File: src/design/cae_pkg.sv
// shared types, constants and helpers for the column aggregate engine
package cae_pkg;

  localparam int PRICE_W = 32;
  localparam int QTY_W   = 32;
  localparam int SUM_W   = 64;

  localparam logic [SUM_W-1:0]   S64_MAX     = 64'h7FFF_FFFF_FFFF_FFFF;
  localparam logic [SUM_W-1:0]   S64_MIN     = 64'h8000_0000_0000_0000;
  localparam logic [PRICE_W-1:0] S32_MAX     = 32'h7FFF_FFFF;
  localparam logic [PRICE_W-1:0] S32_MIN     = 32'h8000_0000;
  localparam logic [SUM_W-1:0]   AVG_POS_LIM = 64'h0000_0000_7FFF_FFFF;
  localparam logic [SUM_W-1:0]   AVG_NEG_LIM = 64'h0000_0000_8000_0000;

  // controller to datapath
  typedef struct packed {
    logic div_start;
    logic load_out;
  } cae_cmd_t;

  // datapath to controller
  typedef struct packed {
    logic last_done;
    logic div_done;
  } cae_status_t;

  function automatic logic [SUM_W-1:0] sat_add64(input logic [SUM_W-1:0] a,
                                                 input logic [SUM_W-1:0] b);
    logic [SUM_W-1:0] r;
    r = a + b;
    if ((a[SUM_W-1] == b[SUM_W-1]) && (r[SUM_W-1] != a[SUM_W-1])) begin
      r = a[SUM_W-1] ? S64_MIN : S64_MAX;
    end
    return r;
  endfunction

endpackage

File: src/design/cae_ctrl.sv
// controller: row intake, drain after the last row, divide, result handoff
module cae_ctrl import cae_pkg::*; (
  input  logic        clk,
  input  logic        rst_n,
  input  logic        in_valid,
  input  logic        in_last_row,
  input  logic        out_ready,
  input  cae_status_t status,
  output logic        in_ready,
  output logic        out_valid,
  output cae_cmd_t    cmd
);

  typedef enum logic [1:0] {
    ST_ACCUM,
    ST_DRAIN,
    ST_DIVIDE,
    ST_EMIT
  } state_t;

  state_t state_r, state_nxt;
  logic   in_ready_r, in_ready_nxt;
  logic   out_valid_r, out_valid_nxt;

  always_comb begin
    state_nxt     = state_r;
    in_ready_nxt  = in_ready_r;
    out_valid_nxt = out_valid_r && !out_ready;
    cmd           = '0;
    unique case (state_r)
      ST_ACCUM: begin
        if (in_valid && in_ready_r && in_last_row) begin
          in_ready_nxt = 1'b0;
          state_nxt    = ST_DRAIN;
        end
      end
      ST_DRAIN: begin
        // accumulators already hold the last row
        if (status.last_done) begin
          cmd.div_start = 1'b1;
          state_nxt     = ST_DIVIDE;
        end
      end
      ST_DIVIDE: begin
        if (status.div_done) begin
          state_nxt = ST_EMIT;
        end
      end
      ST_EMIT: begin
        if (!out_valid_r || out_ready) begin
          cmd.load_out  = 1'b1;
          out_valid_nxt = 1'b1;
          in_ready_nxt  = 1'b1;
          state_nxt     = ST_ACCUM;
        end
      end
      default: begin
        state_nxt = ST_ACCUM;
      end
    endcase
  end

  always_ff @(posedge clk) begin
    if (!rst_n) begin
      state_r     <= ST_ACCUM;
      in_ready_r  <= 1'b1;
      out_valid_r <= 1'b0;
    end else begin
      state_r     <= state_nxt;
      in_ready_r  <= in_ready_nxt;
      out_valid_r <= out_valid_nxt;
    end
  end

  assign in_ready  = in_ready_r;
  assign out_valid = out_valid_r;

endmodule

File: config.mk
export PLATFORM = sky130hd
export DESIGN_NAME = cae_ctrl
export DESIGN_NICKNAME = d
export VERILOG_FILES = /design/src/design/cae_pkg.sv /design/src/design/cae_ctrl.sv
export SDC_FILE = /design/constraint.sdc
export NUM_CORES = 1
export LEC_CHECK = 0
export ABC_AREA = 1
export BUFFER_PORTS_ARGS = -buffer_cell sky130_fd_sc_hd__clkbuf_2
export CELL_PAD_IN_SITES_DETAIL_PLACEMENT = 2
export CELL_PAD_IN_SITES_GLOBAL_PLACEMENT = 2
export CORE_MARGIN = 1
export CORE_UTILIZATION = 21
export DETAILED_ROUTE_END_ITERATION = 7
export GPL_ROUTABILITY_DRIVEN = 0
export HOLD_SLACK_MARGIN = 0.1
export PLACE_DENSITY = 0.69
export SKIP_LAST_GASP = 1
export SLEW_MARGIN = 20
export SYNTH_ARGS = -nofsm -noshare
export SYNTH_HDL_FRONTEND = slang
export SYNTH_SLANG_ARGS = --single-unit
export TNS_END_PERCENT = 5
File: constraint.sdc
create_clock -name clk -period 1.5 [get_ports clk]
set_input_delay 0.075 -clock clk [delete_from_list [all_inputs] [get_ports clk]]
set_output_delay 0.075 -clock clk [all_outputs]
set_load 0.01 [all_outputs]
==> reports/qor_table.md <==
| Item | This run |
|---|---|
| Result of the run | completed |
| Final number of hold-violating endpoints | 0 |
| Post-synthesis sequential element count | 4 |
| TritonCTS clock tree | done |
| Maximum resistive drop on vdd | 0.426 mV |
| Highest clock rate | 762 MHz |
| Area post-placement | 358 µm² |
| Count of input and output buffers | 10 |
| Prevailing post-synth register cell | sky130_fd_sc_hd__dfxtp_1 |
| Combinational power share | 48.8% |
| Post-DR vias/cell | 4.36 |
| Clock root buffer | sky130_fd_sc_hd__clkbuf_4 |
| Setup WS post-layout | 188 ps |
| Detailed placer's ending HPWL | 540 µm |
| Cell count after synthesis | 43 |
| Detailed-route via count | 314 |
| Maximum number of pins on one net before global-route repair | 6 |
| Starting DRT DRC Count | 7 |
| Length of routed met3 wiring | 22 µm |
| Static leakage power | 0.221 nW |
| Final cycle utilization of the critical path | 87.5% |
| Setup Total Neg Slack | 0 ps |
| Required time of the critical path | 1420 ps |
| Detailed-route wire length | 686 µm |
| Yosys top cell area share | 27.7% |
| Post-route DRC violation count | 0 |
| Number of global-route vias before repair | 271 |
| Syn. warnings | 0 |
| First drt pass iteration count | 4 |
| Finished Cell Area | 390 µm² |
| Synth Cell Area | 289 µm² |
| Sequential fraction of design power | 29.0% |
| Total power | 0.622 mW |
| Synthesis-to-layout area growth | 35.1% |
| Power density over cell area | 1590 mW/mm² |
| RSZ-0062 raised after global routing | no |
| Hold bufs inserted after CTS | 1 |
| Clk pwr share | 22.2% |
| H-tree lvl count | 1 |
| Internal power component | 0.359 mW |
| Final ANT Viol Nets | 0 |
| Row count | 13 |
| Vertical die dimension | 39.1 µm |
| Width of the die | 39.1 µm |
| Clock transition at the registers of the reported paths | 40 ps |
| Critical path start-end classification | reg -> out |
| Slew at the pin with the worst max-slew slack | 181 ps |
| EDFF count, synth | 0 |
| Number of slew-limit violations in the final report | 0 |
| Top-level port count | 11 |
| Max transition margin | 87.9% |
| Total setup violations reported at the end of the flow | 0 |
| Worst skew pair latency | 240 ps |
| Wire length of the first global-routing pass | 1040 µm |
| Arrival time worst endpoint | 1240 ps |
| Unique masters post-synth | 12 |
| Synthesized net count | 54 |
| Routed length on met1 | 333 µm |
| Cell type with the highest aggregate area in the netlist | sky130_fd_sc_hd__dfxtp_1 |
| DR WL met2 | 312 µm |
| Total overflow reported by the global router | 0 |
| Bufs on Longest Clock Path | 2 |
| Max-cap check violation count | 0 |
| Synth async-reset ratio | 0% |
| Kind of path behind the tightest hold check | in -> reg |
| Switching power total | 0.263 mW |
| Post-DR wirelength/cell | 9.53 µm |
| Die area | 0.00153 mm² |
| Clock buffer count from CTS | 3 |
| Time the final worst path needs with I/O delays and setup | 1310 ps |
| PostCTS Resize Cnt | 0 |
| Global Route Usage Sum | 11.0% |
| Worst setup SP type | flip-flop |
| Kind of end point of the critical path | primary output |
| Uppermost layer routed | met4 |
| Number of sinks driven by the clock tree | 4 |
| Layout cell share with drive strength beyond 1 | 33.3% |
| Starting density of the core | 22.5% |
| Antenna violations before repair | 0 |
| Net count reported at finish | 70 |
| Syn Area/Cell | 6.72 µm² |
| Total inserted antenna cells | 0 |
| Post-synthesis sequential area ratio | 27.7% |
| Top post-synthesis cells by area | sky130_fd_sc_hd__dfxtp_1 28%, sky130_fd_sc_hd__ha_1 17%, sky130_fd_sc_hd__inv_1 12%, sky130_fd_sc_hd__nand2_1 10%, sky130_fd_sc_hd__nand2_2 6.5% |
| Highest fanout seen on the critical path | 4 |
| Setup slack at placement | 291 ps |
| Most frequent cell after synthesis | sky130_fd_sc_hd__inv_1 |
| Worst clock skew on the final layout | 0.507 ps |
| Switching Share | 42.3% |
| Placeable Area | 0.00128 mm² |
| List of most frequent post-synthesis cells | 9 x sky130_fd_sc_hd__inv_1, 8 x sky130_fd_sc_hd__nand2_1, 5 x sky130_fd_sc_hd__nor2_1 |
| Number of buffers added for setup after CTS | 0 |
[per-stage QoR]
step                      cells  hold slack, ps  util, %
after global routing         72             125     30.4
after CTS                    72             106     30.4
final                        72             110     30.4
after detailed placement     68             323     27.8
after floorplan              43             196        -
after global placement       68             321     27.8
[sequential cells by signal, summed over array words and instances, names as in the netlist]
register	count
in_ready	1
out_valid	1
state_r	2
[cell families after synthesis]
family	synth area share [%]
fa+ha+maj	17.3
flops	27.7
buf+inv	13.0
simple gates	36.8
compound gates	5.19
[layout by cell type, fill, tap and decap left out, drive strengths merged]
cell type,count
dfxtp,4
nand2,11
ha,4
dlygate4sd3,1
clkbuf,13
nor2,6
a21oi,3
inv,10
nand4,2
nand3,3
[power groups by stage]
stage                     Clock [mW]  Sequential [mW]  Combinational (mW)
after CTS                      0.146            0.181               0.314
after floorplan                    0            0.183               0.220
after global routing           0.151            0.186               0.358
final                          0.138            0.180               0.304
after detailed placement           0            0.182               0.309
after global placement             0            0.182               0.308
[final cells by class]
cell class              count  area [µm²]
inverters                  10        37.5
fillers                   169         895
multi-input cells          29         171
clock buffers               3        22.5
repair buffers             11        60.1
flip-flops and latches      4        80.1
well taps                  15        18.8
[critical path, cell delays in order, from the launching register on]
cell and delay, ps:
sky130_fd_sc_hd__dfxtp_1 380, sky130_fd_sc_hd__ha_1 220, sky130_fd_sc_hd__inv_1 70, sky130_fd_sc_hd__a21oi_1 170
sky130_fd_sc_hd__clkbuf_2 160
[worst paths after layout]
path	start	to	slack (ps)	cells after the start
max	state_r[0]	cmd[0]	190	4
min	out_ready	out_valid	110	4
max reg2reg	state_r[0]	state_r[0]	290	7
min reg2reg	in_ready	in_ready	460	2
[per-layer routing]
metal	vias to the layer above	GRT usage, %
li1	161	-
met4	0	10.3
met3	4	3.47
met1	144	13.4
met5	-	0
met2	5	14.6
No activity file was read; power rests on OpenSTA's default activity.
